--- config.mk ---
export PLATFORM = sky130hd
export DESIGN_NAME = ipspd_ctrl
export DESIGN_NICKNAME = d
export VERILOG_FILES = /design/src/design/ipspd_pkg.sv /design/src/design/ipspd_ctrl.sv
export SDC_FILE = /design/constraint.sdc
export NUM_CORES = 1
export LEC_CHECK = 0
export ABC_AREA = 1
export BUFFER_PORTS_ARGS = -buffer_cell sky130_fd_sc_hd__buf_2
export CAP_MARGIN = 20
export CORE_AREA = 2 2 39 41
export DETAILED_ROUTE_END_ITERATION = 7
export DIE_AREA = 0 0 41 43
export PLACE_DENSITY_LB_ADDON = 0.08
export SLEW_MARGIN = 25
export SYNTH_ARGS = -nofsm -noshare
export SYNTH_HDL_FRONTEND = slang
export SYNTH_SLANG_ARGS = --single-unit
--- constraint.sdc ---
create_clock -name clk -period 0.95 [get_ports clk]
set_input_delay 0.0475 -clock clk [delete_from_list [all_inputs] [get_ports clk]]
set_output_delay 0.0475 -clock clk [all_outputs]
set_load 0.01 [all_outputs]
--- src/design/ipspd_pkg.sv ---
// Package for the IPsec security policy table lookup block.
// Holds the item types, the policy record, the control codes and the sizing constants.
// No dependencies.
`default_nettype none
package ipspd_pkg;

  localparam int ENTRIES = 64;
  localparam int IDX_W   = $clog2(ENTRIES);
  localparam int CNT_W   = $clog2(ENTRIES + 1);

  typedef enum logic [1:0] {
    ACT_CREATE  = 2'd0,
    ACT_DESTROY = 2'd1,
    ACT_SET_SA  = 2'd2,
    ACT_LOOKUP  = 2'd3
  } action_t;

  typedef enum logic [1:0] {
    VERDICT_BYPASS = 2'd0
  } verdict_code_t;

  typedef enum logic {
    DIR_OUTBOUND = 1'b0
  } dir_code_t;

  typedef struct packed {
    logic [1:0]  action;
    logic [15:0] vrf;
    logic [31:0] policy_id;
    logic [15:0] priority_req;
    logic        direction;
    logic [1:0]  verdict;
    logic [31:0] dst_low;
    logic [31:0] dst_high;
    logic [7:0]  proto_low;
    logic [7:0]  proto_high;
    logic [15:0] sa_handle;
    logic [39:0] packet_selector;
  } in_t;

  typedef struct packed {
    logic        status;
    logic        matched;
    logic [1:0]  result_verdict;
    logic [15:0] result_sa;
  } out_t;

  typedef struct packed {
    logic [15:0] vrf;
    logic [31:0] id;
    logic        dir;
    logic [15:0] prio;
    logic [1:0]  verdict;
    logic [31:0] dst_lo;
    logic [31:0] dst_hi;
    logic [7:0]  pr_lo;
    logic [7:0]  pr_hi;
    logic [15:0] sa;
  } policy_t;

  typedef enum logic [2:0] {
    ST_IDLE,
    ST_SCAN,
    ST_DECIDE,
    ST_SHIFT,
    ST_PLACE,
    ST_RESPOND
  } state_t;

  typedef struct packed {
    logic load;
    logic scan;
    logic decide;
    logic start_shift;
    logic shift;
    logic place;
    logic respond;
  } cmd_t;

  typedef struct packed {
    logic             scan_done;
    logic             shift_done;
    logic             err;
    logic [1:0]       action;
    logic             out_free;
    logic [CNT_W-1:0] count;
  } sts_t;

endpackage
`default_nettype wire

--- src/design/ipspd_ctrl.sv ---
// Controller state machine for the policy table: sequences scan, shift, place and respond.
// Depends on ipspd_pkg.
`default_nettype none
module ipspd_ctrl (
  input  wire logic              clk,
  input  wire logic              rst,
  input  wire logic              in_valid,
  input  wire ipspd_pkg::sts_t   sts,
  output ipspd_pkg::cmd_t        cmd,
  output logic                   idle
);

  ipspd_pkg::state_t state, state_next;

  always_ff @(posedge clk) begin
    if (rst) begin
      state <= ipspd_pkg::ST_IDLE;
    end else begin
      state <= state_next;
    end
  end

  always_comb begin
    state_next = state;
    case (state)
      ipspd_pkg::ST_IDLE: begin
        if (in_valid) state_next = ipspd_pkg::ST_SCAN;
      end
      ipspd_pkg::ST_SCAN: begin
        if (sts.scan_done) state_next = ipspd_pkg::ST_DECIDE;
      end
      ipspd_pkg::ST_DECIDE: begin
        if (sts.err || sts.action == ipspd_pkg::ACT_LOOKUP) begin
          state_next = ipspd_pkg::ST_RESPOND;
        end else if (sts.action == ipspd_pkg::ACT_SET_SA) begin
          state_next = ipspd_pkg::ST_PLACE;
        end else begin
          state_next = ipspd_pkg::ST_SHIFT;
        end
      end
      ipspd_pkg::ST_SHIFT: begin
        if (sts.shift_done) state_next = ipspd_pkg::ST_PLACE;
      end
      ipspd_pkg::ST_PLACE: begin
        state_next = ipspd_pkg::ST_RESPOND;
      end
      ipspd_pkg::ST_RESPOND: begin
        if (sts.out_free) state_next = ipspd_pkg::ST_IDLE;
      end
      default: state_next = ipspd_pkg::ST_IDLE;
    endcase
  end

  always_comb begin
    cmd  = '0;
    idle = 1'b0;
    case (state)
      ipspd_pkg::ST_IDLE: begin
        idle     = 1'b1;
        cmd.load = in_valid;
      end
      ipspd_pkg::ST_SCAN: begin
        cmd.scan = 1'b1;
      end
      ipspd_pkg::ST_DECIDE: begin
        cmd.decide      = 1'b1;
        cmd.start_shift = !sts.err && (sts.action == ipspd_pkg::ACT_CREATE ||
                                       sts.action == ipspd_pkg::ACT_DESTROY);
      end
      ipspd_pkg::ST_SHIFT: begin
        cmd.shift = 1'b1;
      end
      ipspd_pkg::ST_PLACE: begin
        cmd.place = 1'b1;
      end
      ipspd_pkg::ST_RESPOND: begin
        cmd.respond = sts.out_free;
      end
      default: begin
        cmd = '0;
      end
    endcase
  end

endmodule
`default_nettype wire

Word level (Yosys, flattened, before mapping):

Cells that the tools add are included.

* output and inout bits: 8
* register bits: 3
* word-level logic and storage cells: 34
* input port bits: 16

* equal/unequal tests: 12
* multiplexer cells: 14
* reductions and logical operators: 7

Operators by type and width (count)
* $mux 3: 6
* $pmux 3 s6: 1
* $ne 2x2->1 const B: 4
* $eq 3x2->1 const B: 2
* $eq 3x3->1 const B: 2
* $mux 1: 6
* $eq 2x2->1 const B: 2
* $reduce_and 4->1: 1
* $eq 3x1->1 const B: 1
* $logic_not 3->1: 1
* $eq 2x1->1 const B: 1
* $logic_not 2->1: 1
* $logic_or 1x1->1: 2
* $mux 2: 1
* $logic_and 1x1->1: 1
* $logic_not 1->1: 1

Logic depth before layout (Yosys ltp):

Gate-level depths: netlist (run 1).

* depth in word-level cells: 4
* gate-level depth with buffers: 8
* gate-level depth less buffers: 8

Least setup slack after synthesis (run 1):

No wires, ideal clock.

* path type: reg-to-reg
* start: reg state[0]
* end: reg state[1]
* setup time: 64 ps
* setup slack: -152 ps
* data arrival time: 1038 ps
* required time: 886 ps
* period minus slack after synthesis: 1102 ps
* path buffers: 0
* cell stages (with the launch flop): 7
* cells stage by stage: dfxtp_1 -> inv_2 -> nor3_1 -> nor2_1 -> nand2_1 -> nand2_1 -> nor2_1

* word-level cells in the longest chain between the ends: 3
* elaborated cells on any way between the ends: 12
* classes of those cells: 9 x eq/ne; 1 x mux; 2 x reduce/logical

Ends and longest elaborated chain
* start: declaration: line ipspd_ctrl.sv:13 `ipspd_pkg::state_t state, state_next;`
* start signal: assignment: line ipspd_ctrl.sv:17 `state <= ipspd_pkg::ST_IDLE;`
* start signal: assignment: line ipspd_ctrl.sv:19 `state <= state_next;`
* $eq 3x1->1, or another cell as far along: line ipspd_ctrl.sv:25 `case (state)`
* $ne 2x2->1 (no line)
* $reduce_and 4->1 (no line)

Several ways; a longest one is shown, not always the timed one.
A chain may end at the register's enable or synchronous reset.

==> results of run 1 <==
-- layout by cell type, fill, tap and decap left out --
cell type	n
buf_4	7
buf_2	13
nand2_1	5
nor4_2	1
nand3_1	1
nor3_4	1
a21oi_2	2
nand2_2	3
nor3_2	1
a21oi_1	1
nand3b_1	1
nand3_2	1
dfxtp_4	3
nor2_4	6
inv_4	3
nand4_1	2
buf_6	6
nor2_2	1
inv_2	2
clkbuf_1	1
clkbuf_4	3
nor2_1	7
inv_1	6
-- Yosys cell counts --
master / count / area (um2)
nand4_1: 2 / 12.51
nor2_4: 1 / 11.26
nand2_1: 8 / 30.03
nor2_2: 4 / 25.02
nand3_1: 1 / 5.000
nand3b_1: 1 / 7.510
nor4_1: 1 / 6.260
nor2_1: 9 / 33.78
a21oi_1: 3 / 15.01
inv_2: 4 / 15.01
nand3_2: 1 / 10.01
inv_1: 7 / 26.28
nor3_1: 2 / 10.01
dfxtp_1: 3 / 60.06
-- area by class of cell --
| class | count | area share |
|---|---|---|
| Sequential cell | 3 | 0.1218 |
| Inverter | 11 | 0.08333 |
| Tap cell | 16 | 0.03419 |
| Multi-Input combinational cell | 33 | 0.3996 |
| Timing Repair Buffer | 26 | 0.3162 |
| Clock buffer | 4 | 0.04487 |
-- timing repair --
action / 4_1_cts / 5_1_grt
pin swaps: 6 / 4
endpoints found under the hold margin: 0 / 0
setup endpoints to repair: 11 / 11
setup buffers: 3 / 0
gates resized for setup: 7 / 9
hold buffers: 0 / 0
-- layer usage --
layer  GRT usage  vias up  share of wire
met3     0.01571        0          0.066
li1            -      205              -
met2      0.2219       10           0.58
met1      0.1214      164           0.35
met4      0.1000        0              0
met5           0        -              0
-- logic make-up after synthesis --
kind of cell	share of synthesized area
AOI/OAI and AO/OA	0.05606
buffers and inverters	0.1542
DFF	0.2243
and+or+nand+nor	0.5654
-- worst paths after layout --
check,cells past startpoint,from,endpoint
min reg2reg,2,state[1],state[1]
max,3,state[2],cmd[0]
min,4,rst,state[1]
max reg2reg,8,state[1],state[2]
-- power breakdown --
group / leakage (nW) / switching (mW) / total [mW] / internal (mW)
clock: 0.0150 / 0.0657 / 0.223 / 0.157
combinational: 0.255 / 0.701 / 1.36 / 0.661
sequential: 0.0267 / 0.120 / 0.338 / 0.218
-- metrics by stage --
step	hold slack, ns	cell area [um2]	instances
after global placement	0.3047	473.0	86
after floorplan	0.2042	320.3	47
after global routing	0.08024	585.6	93
after detailed placement	0.3062	473.0	86
after CTS	0.05157	555.5	93
final	0.05886	585.6	93
-- critical path, delay by kind of cell, from the launching register on --
kind | cells | cell delay [ns]
and+or+nand+nor | 1 | 0.22
buffers and inverters | 2 | 0.23
DFF | 1 | 0.39
==> results.py, run 1 <==
metrics = {
    "timing": {
        "tightest_slew_ns": 0.1781,
        "finalHoldViolCount": 0,
        "skew_ns": 0.005594,
        "fin_crit_sh": 1.178,
        "relSlewSlack": 0.8803,
        "slew_violations": 0,
        "finalSetupViolCount": 11,
        "setup_slack_ns": -0.1695,
        "period_minus_slack_ns": 1.120,
        "rsz0062_at_grt": "true",
        "setup_tns_ns": -1.472,
        "timing.fmax_mhz": 893.2,
    },
    "hold_path": {
        "hold_path_class": "in2reg",
    },
    "placed_design": {
        "dpl_worst_slack_ns": -0.07765,
        "io_buffers": 16,
        "place.gp.congestion": 0.6499,
        "dpl.hpwl_um": 699.8,
    },
    "routing": {
        "wl_um": 879,
        "ant_nets": 0,
        "vias_per_cell": 4.075,
        "drc": 0,
        "drtIter0Drc": 7,
        "wl_per_cell_um": 9.452,
        "drt_pass1_iterations": 3,
        "num_vias": 379,
    },
    "grt": {
        "grt_pass1_vias": 379,
        "grt-ovfl-total": 0,
        "antenna_found_initial": 0,
        "grt_max_degree": 7,
        "grt_pass1_wl_um": 1449,
        "grt_usage": 0.1273,
    },
    "setup_path": {
        "critPathLaunchType": "flip-flop",
        "arrival_ns": 1.07,
        "path_max_fanout": 5,
        "rrSetupSlack_ns": -0.13,
        "required_ns": 0.90,
        "critPathCaptureType": "output port",
        "slowest_delay_ns": 0.39,
        "crit_chain": "inv_4 -> nor4_2 -> buf_2",
        "criticalPathCategory": "reg2out",
        "cpMaxStageDelayCell": "dfxtp_4",
    },
    "clocking": {
        "cts_tree": "yes",
        "clk_pin_slew_ns": 0.04,
        "cts-root-buf": "clkbuf_4",
        "clock_path_buffers": 2,
        "cts_buffers": 3,
        "clkSinkCount": 3,
        "htree_levels": 1,
        "insertion_delay_ns": 0.23,
    },
    "synthesis": {
        "synthCells": 47,
        "yosysUniqueCellTypes": 14,
        "ys_seq_area_frac": 0.2243,
        "synthesis.nets": 63,
        "syn_area_um2": 267.8,
        "synth-seq-cells": 3,
        "yosys_warnings": 0,
        "syn_area_per_cell_um2": 5.697,
    },
    "flow_run": {
        "drv_cap": 0,
    },
    "layout": {
        "area_growth_pct": 118.7,
        "fill_cells": 154,
        "layout-drive-gt1-share": 0.6883,
        "multiInputGateArea_um2": 234.0,
        "diodes": 0,
        "top_regs": "state: 3 flops",
        "final_nets": 94,
        "regMostFlops": "state",
        "seqCellArea_um2": 71.32,
        "final_core_util": 0.4231,
        "largest_reg_flops": 3,
    },
    "die": {
        "die_w_um": 41,
        "start_util": 0.1935,
        "fp.coreArea_mm2": 0.001384,
        "num_rows": 14,
        "fp.dieArea_mm2": 0.001763,
        "io_pins": 24,
        "die_y_um": 43,
    },
    "power_and_ir_drop": {
        "total_power_mw": 1.923,
        "leakage_nw": 0.2966,
        "p_per_area_mw_per_mm2": 3284,
        "ir_drop_mv": 1.196,
    },
    "outcome": {
        "violations": "setup timing",
        "outcome": "finished with violations",
    },
}
Power figures use the tool's default switching activity.
==> run 2, diff against run 1 <==
--- a/config.mk
+++ b/config.mk
@@ -8,9 +8,10 @@
 export ABC_AREA = 1
 export BUFFER_PORTS_ARGS = -buffer_cell sky130_fd_sc_hd__buf_2
 export CAP_MARGIN = 20
-export CORE_AREA = 2 2 39 41
+export CELL_PAD_IN_SITES_DETAIL_PLACEMENT = 2
+export CELL_PAD_IN_SITES_GLOBAL_PLACEMENT = 2
+export CORE_UTILIZATION = 13
 export DETAILED_ROUTE_END_ITERATION = 7
-export DIE_AREA = 0 0 41 43
 export PLACE_DENSITY_LB_ADDON = 0.08
 export SLEW_MARGIN = 25
 export SYNTH_ARGS = -nofsm -noshare
==> run 2 against run 1 <==
Against the previous run: the run still ends with setup timing left; global-route usage fell by 2.5 points; largest cell class unchanged; design area fell by 1.9%; routed wire length rose by 7.2%; highest routed layer unchanged.
==> results.py, run 2 (synthesis results as in run 1) <==
metrics = {
    "outcome": {
        "outcome": "finished with violations",
        "violations": "setup timing",
    },
    "routing": {
        "ant_nets": 0,
        "drt_pass1_iterations": 2,
        "num_vias": 391,
        "wl_per_cell_um": 9.235,
        "drtIter0Drc": 2,
        "vias_per_cell": 3.833,
        "drc": 0,
        "wl_um": 942,
    },
    "timing": {
        "setup_slack_ns": -0.1617,
        "tightest_slew_ns": 0.1812,
        "slew_violations": 0,
        "setup_tns_ns": -1.359,
        "timing.fmax_mhz": 899.6,
        "rsz0062_at_grt": "true",
        "period_minus_slack_ns": 1.112,
        "finalHoldViolCount": 0,
        "fin_crit_sh": 1.170,
        "finalSetupViolCount": 11,
        "relSlewSlack": 0.8782,
        "skew_ns": 0.003219,
    },
    "grt": {
        "grt_pass1_vias": 370,
        "grt_pass1_wl_um": 1538,
        "grt_usage": 0.1022,
        "grt-ovfl-total": 0,
        "grt_max_degree": 7,
        "antenna_found_initial": 0,
    },
    "layout": {
        "top_regs": "state: 3 flops",
        "largest_reg_flops": 3,
        "final_nets": 92,
        "regMostFlops": "state",
        "final_common_cell": "buf_2",
        "layout-drive-gt1-share": 0.6267,
        "layout_common_cells": "buf_2 (13), nor2_1 (8), nand2_1 (7)",
        "fin_cells": 102,
        "diodes": 0,
        "area_growth_pct": 114.5,
    },
    "hold_path": {
        "hold_path_class": "in2reg",
    },
    "die": {
        "start_util": 0.1379,
        "fp.dieArea_mm2": 0.002245,
        "fp.coreArea_mm2": 0.001942,
        "io_pins": 24,
        "num_rows": 16,
        "die_w_um": 47.39,
        "die_y_um": 47.39,
    },
    "setup_path": {
        "crit_chain": "inv_4 -> nor2_4 -> inv_4 -> nor2_1 -> buf_2",
        "arrival_ns": 1.06,
        "critPathCapture": "cmd[2]",
        "cp_num_buf_inv": 3,
        "slowest_delay_ns": 0.38,
        "critPathLaunchType": "flip-flop",
        "crit_top_cell": "inv_4",
        "cp_top_family": "flip-flops",
        "cpMaxStageDelayCell": "dfxtp_4",
        "r2r-start": "state[1]",
        "rrSetupSlack_ns": -0.10,
        "criticalPathCategory": "reg2out",
        "required_ns": 0.90,
        "reg2reg_depth": 7,
        "worstReg2RegEnd": "state[1]",
        "path_max_fanout": 4,
        "worst-path-stages": 5,
        "cp-startpoint": "state[1]",
        "critPathCaptureType": "output port",
    },
    "clocking": {
        "clock_path_buffers": 2,
        "htree_levels": 1,
        "cts-root-buf": "clkbuf_4",
        "cts_tree": "yes",
        "cts_buffers": 3,
        "insertion_delay_ns": 0.23,
        "ctsHoldBuffers": 0,
        "clk_pin_slew_ns": 0.03,
        "clkSinkCount": 3,
    },
    "placed_design": {
        "dpl.hpwl_um": 831.7,
        "dp_cells": 97,
        "io_buffers": 16,
        "place.gp.congestion": 0.6973,
    },
    "power_and_ir_drop": {
        "ir_drop_mv": 1.194,
        "p_per_area_mw_per_mm2": 3158,
        "leakage_nw": 0.2875,
        "total_power_mw": 1.814,
    },
    "flow_run": {
        "drv_cap": 0,
    },
}
[run 2: layout make-up]
type / count / area (um2)
Fill cell: 263 / 1368
Timing Repair Buffer: 24 / 166.4
Tap cell: 27 / 33.78
Sequential cell: 3 / 71.32
Clock buffer: 4 / 26.28
Inverter: 11 / 53.80
Multi-Input combinational cell: 33 / 222.7
[run 2: layer usage]
| metal | part of all wire | GRT usage |
|---|---|---|
| met1 | 0.46 | 0.1357 |
| met2 | 0.50 | 0.1616 |
| met3 | 0.042 | 0.02308 |
| met4 | 0 | 0.03429 |
| met5 | 0 | 0 |
[run 2: tightest hold or removal path, delay by kind of cell]
family	cells	cell delay, ns
buffers and inverters	2	0.12
and+or+nand+nor	2	0.09
[run 2: timing repair]
| action | CTS | global route |
|---|---|---|
| pin swaps | 2 | 2 |
| hold endpoints to repair | 0 | 0 |
| endpoints found under the setup margin | 11 | 11 |
| gates resized for setup | 11 | 2 |
| setup buffers | 1 | 0 |
[run 2: how the worst min path moves through the flow]
stage	start	end	slack, ns	depth (start not counted)
3_5_place_dp	rst	state[1]	0.32	4
4_1_cts	rst	state[1]	0.08	4
5_1_grt	rst	state[0]	0.10	4
3_3_place_gp	rst	state[2]	0.32	4
6_report	rst	state[1]	0.08	4
2_1_floorplan	sts[7]	cmd[0]	0.20	2
[run 2: power breakdown]
group	internal (mW)	switching (mW)	total, mW
sequential	0.218	0.142	0.360
clock	0.157	0.0639	0.221
combinational	0.578	0.655	1.23
total	0.953	0.860	1.81
[run 2: per-stage QoR]
step | utilization | hold slack, ns | worst slack, ns | instance area (um2)
2_1_floorplan | - | 0.2042 | -0.02150 | 320.3
3_3_place_gp | 0.2506 | 0.3190 | -0.1228 | 486.7
5_1_grt | 0.2957 | 0.1019 | -0.2362 | 574.3
3_5_place_dp | 0.2506 | 0.3241 | -0.1259 | 486.7
4_1_cts | 0.2925 | 0.07734 | -0.1924 | 568.0
6_report | 0.2957 | 0.07951 | -0.1617 | 574.3
==> run 3, diff against run 2 <==
--- a/config.mk
+++ b/config.mk
@@ -13,6 +13,7 @@
 export CORE_UTILIZATION = 13
 export DETAILED_ROUTE_END_ITERATION = 7
 export PLACE_DENSITY_LB_ADDON = 0.08
+export REMOVE_ABC_BUFFERS = 1
 export SLEW_MARGIN = 25
 export SYNTH_ARGS = -nofsm -noshare
 export SYNTH_HDL_FRONTEND = slang
==> run 3 against run 2 <==
Against the previous run: the flow still finishes with violations (setup timing); first-iteration DRC count unchanged; clock power rose by 8%; non-clock buffer count up 9; clock skew increased by 0.0052 ns; register-to-register slack lost 0.10 ns; global-route usage is 2.4 points higher; power rose by 23%; routed wire length rose by 28%; final cell count rose by 8.8%.
==> results.py, run 3 (synthesis results as in run 1) <==
metrics = {
    "power_and_ir_drop": {
        "pwr-share-seq": 0.152,
        "p_switching_mw": 0.9852,
        "total_power_mw": 2.235,
        "combinationalPowerShare": 0.742,
        "power.share.clock": 0.107,
        "p_per_area_mw_per_mm2": 3403,
        "ir_drop_mv": 1.139,
        "switching_share": 0.4407,
        "p_int_mw": 1.250,
        "leakage_nw": 0.3333,
    },
    "timing": {
        "skew_ns": 0.008389,
        "setup_tns_ns": -2.147,
        "slew_violations": 0,
        "rsz0062_at_grt": "true",
        "period_minus_slack_ns": 1.194,
        "setup_slack_ns": -0.2438,
        "finalHoldViolCount": 0,
        "finalSetupViolCount": 11,
        "relSlewSlack": 0.8555,
        "fin_crit_sh": 1.257,
        "timing.fmax_mhz": 837.7,
        "tightest_slew_ns": 0.2148,
    },
    "clocking": {
        "cts_tree": "yes",
        "ctsHoldBuffers": 0,
        "cts_buffers": 3,
        "clkSinkCount": 3,
        "insertion_delay_ns": 0.24,
        "clk_pin_slew_ns": 0.04,
        "cts-root-buf": "clkbuf_4",
        "clock_path_buffers": 2,
        "htree_levels": 1,
    },
    "setup_path": {
        "rrSetupSlack_ns": -0.20,
        "criticalPathCategory": "reg2out",
        "arrival_ns": 1.15,
        "path_max_fanout": 4,
        "required_ns": 0.90,
        "critPathLaunchType": "flip-flop",
        "critPathCaptureType": "output port",
    },
    "routing": {
        "num_vias": 436,
        "wl_um": 1206,
        "wl_per_cell_um": 10.86,
        "drtIter0Drc": 2,
        "ant_nets": 0,
        "drc": 0,
        "vias_per_cell": 3.928,
        "drt_pass1_iterations": 2,
    },
    "layout": {
        "area_growth_pct": 145.3,
        "largest_reg_flops": 3,
        "layout_common_cells": "buf_2 (13), buf_4 (11), buf_6 (9), nor2_1 (7)",
        "layout-drive-gt1-share": 0.6905,
        "diodes": 0,
        "top_regs": "state: 3 flops",
        "fin_cells": 111,
        "final_common_cell": "buf_2",
        "regMostFlops": "state",
        "stdcell_area_um2": 656.9,
        "final_nets": 101,
    },
    "hold_path": {
        "hold_path_class": "in2reg",
    },
    "placed_design": {
        "place.gp.congestion": 0.6292,
        "io_buffers": 16,
        "placed_area_um2": 456.7,
        "dp_cells": 100,
        "dpl.hpwl_um": 878.4,
    },
    "outcome": {
        "violations": "setup timing",
        "outcome": "finished with violations",
    },
    "grt": {
        "grt_pass1_wl_um": 1904,
        "antenna_found_initial": 0,
        "grt_max_degree": 6,
        "grt_usage": 0.1264,
        "grt_pass1_vias": 442,
        "grt-ovfl-total": 0,
    },
    "die": {
        "fp.coreArea_mm2": 0.001942,
        "fp.dieArea_mm2": 0.002245,
        "io_pins": 24,
        "die_y_um": 47.39,
        "die_w_um": 47.39,
        "num_rows": 16,
        "start_util": 0.1379,
    },
    "flow_run": {
        "drv_cap": 0,
    },
}
[run 3: final timing paths]
kind,from,to,depth (start not counted)
worst min register to register,state[1],state[1],3
worst min-delay path,rst,state[2],4
worst max register to register,state[2],state[1],8
worst max-delay path,state[1],cmd[5],4
[run 3: power by group through the flow]
| stage | registers, mW | logic (mW) | clock network (mW) |
|---|---|---|---|
| 5_1_grt | 0.350 | 1.82 | 0.272 |
| 3_5_place_dp | 0.261 | 1.08 | 0 |
| 4_1_cts | 0.334 | 1.50 | 0.260 |
| 2_1_floorplan | 0.259 | 0.538 | 0 |
| 3_3_place_gp | 0.261 | 1.09 | 0 |
| 6_report | 0.339 | 1.66 | 0.238 |
[run 3: final cells by class]
type	count	area, um2
Timing Repair Buffer	33	249.0
Clock buffer	4	26.28
Multi-Input combinational cell	33	227.7
Sequential cell	3	71.32
Tap cell	27	33.78
Fill cell	250	1285
Inverter	11	48.80
[run 3: what timing repair did]
item                                   CTS  global route
resized for setup                       26             7
endpoints found under the hold margin    0             0
setup buffers                            5             2
pin swaps                                9            10
setup endpoints to repair               11            11
[run 3: per-layer routing]
layer  global-route usage  wire length (um)
met1               0.1561               494
met2               0.2027               648
met3              0.05000                63
met4              0.03429                 0
met5                    0                 0
[run 3: worst max-delay path: stages (launching register included)]
cell	delay, ns
dfxtp_4	0.36
buf_4	0.15
nor3_4	0.18
buf_4	0.13
buf_6	0.09
[run 3: through the flow]
| step | hold WS, ns | setup slack [ns] | utilization |
|---|---|---|---|
| 5_1_grt | 0.09080 | -0.3101 | 0.3383 |
| 3_5_place_dp | 0.3313 | -0.2126 | 0.2352 |
| 3_3_place_gp | 0.3234 | -0.2279 | 0.2352 |
| 6_report | 0.07250 | -0.2438 | 0.3383 |
| 2_1_floorplan | 0.2042 | -0.1517 | - |
| 4_1_cts | 0.05259 | -0.2773 | 0.3157 |
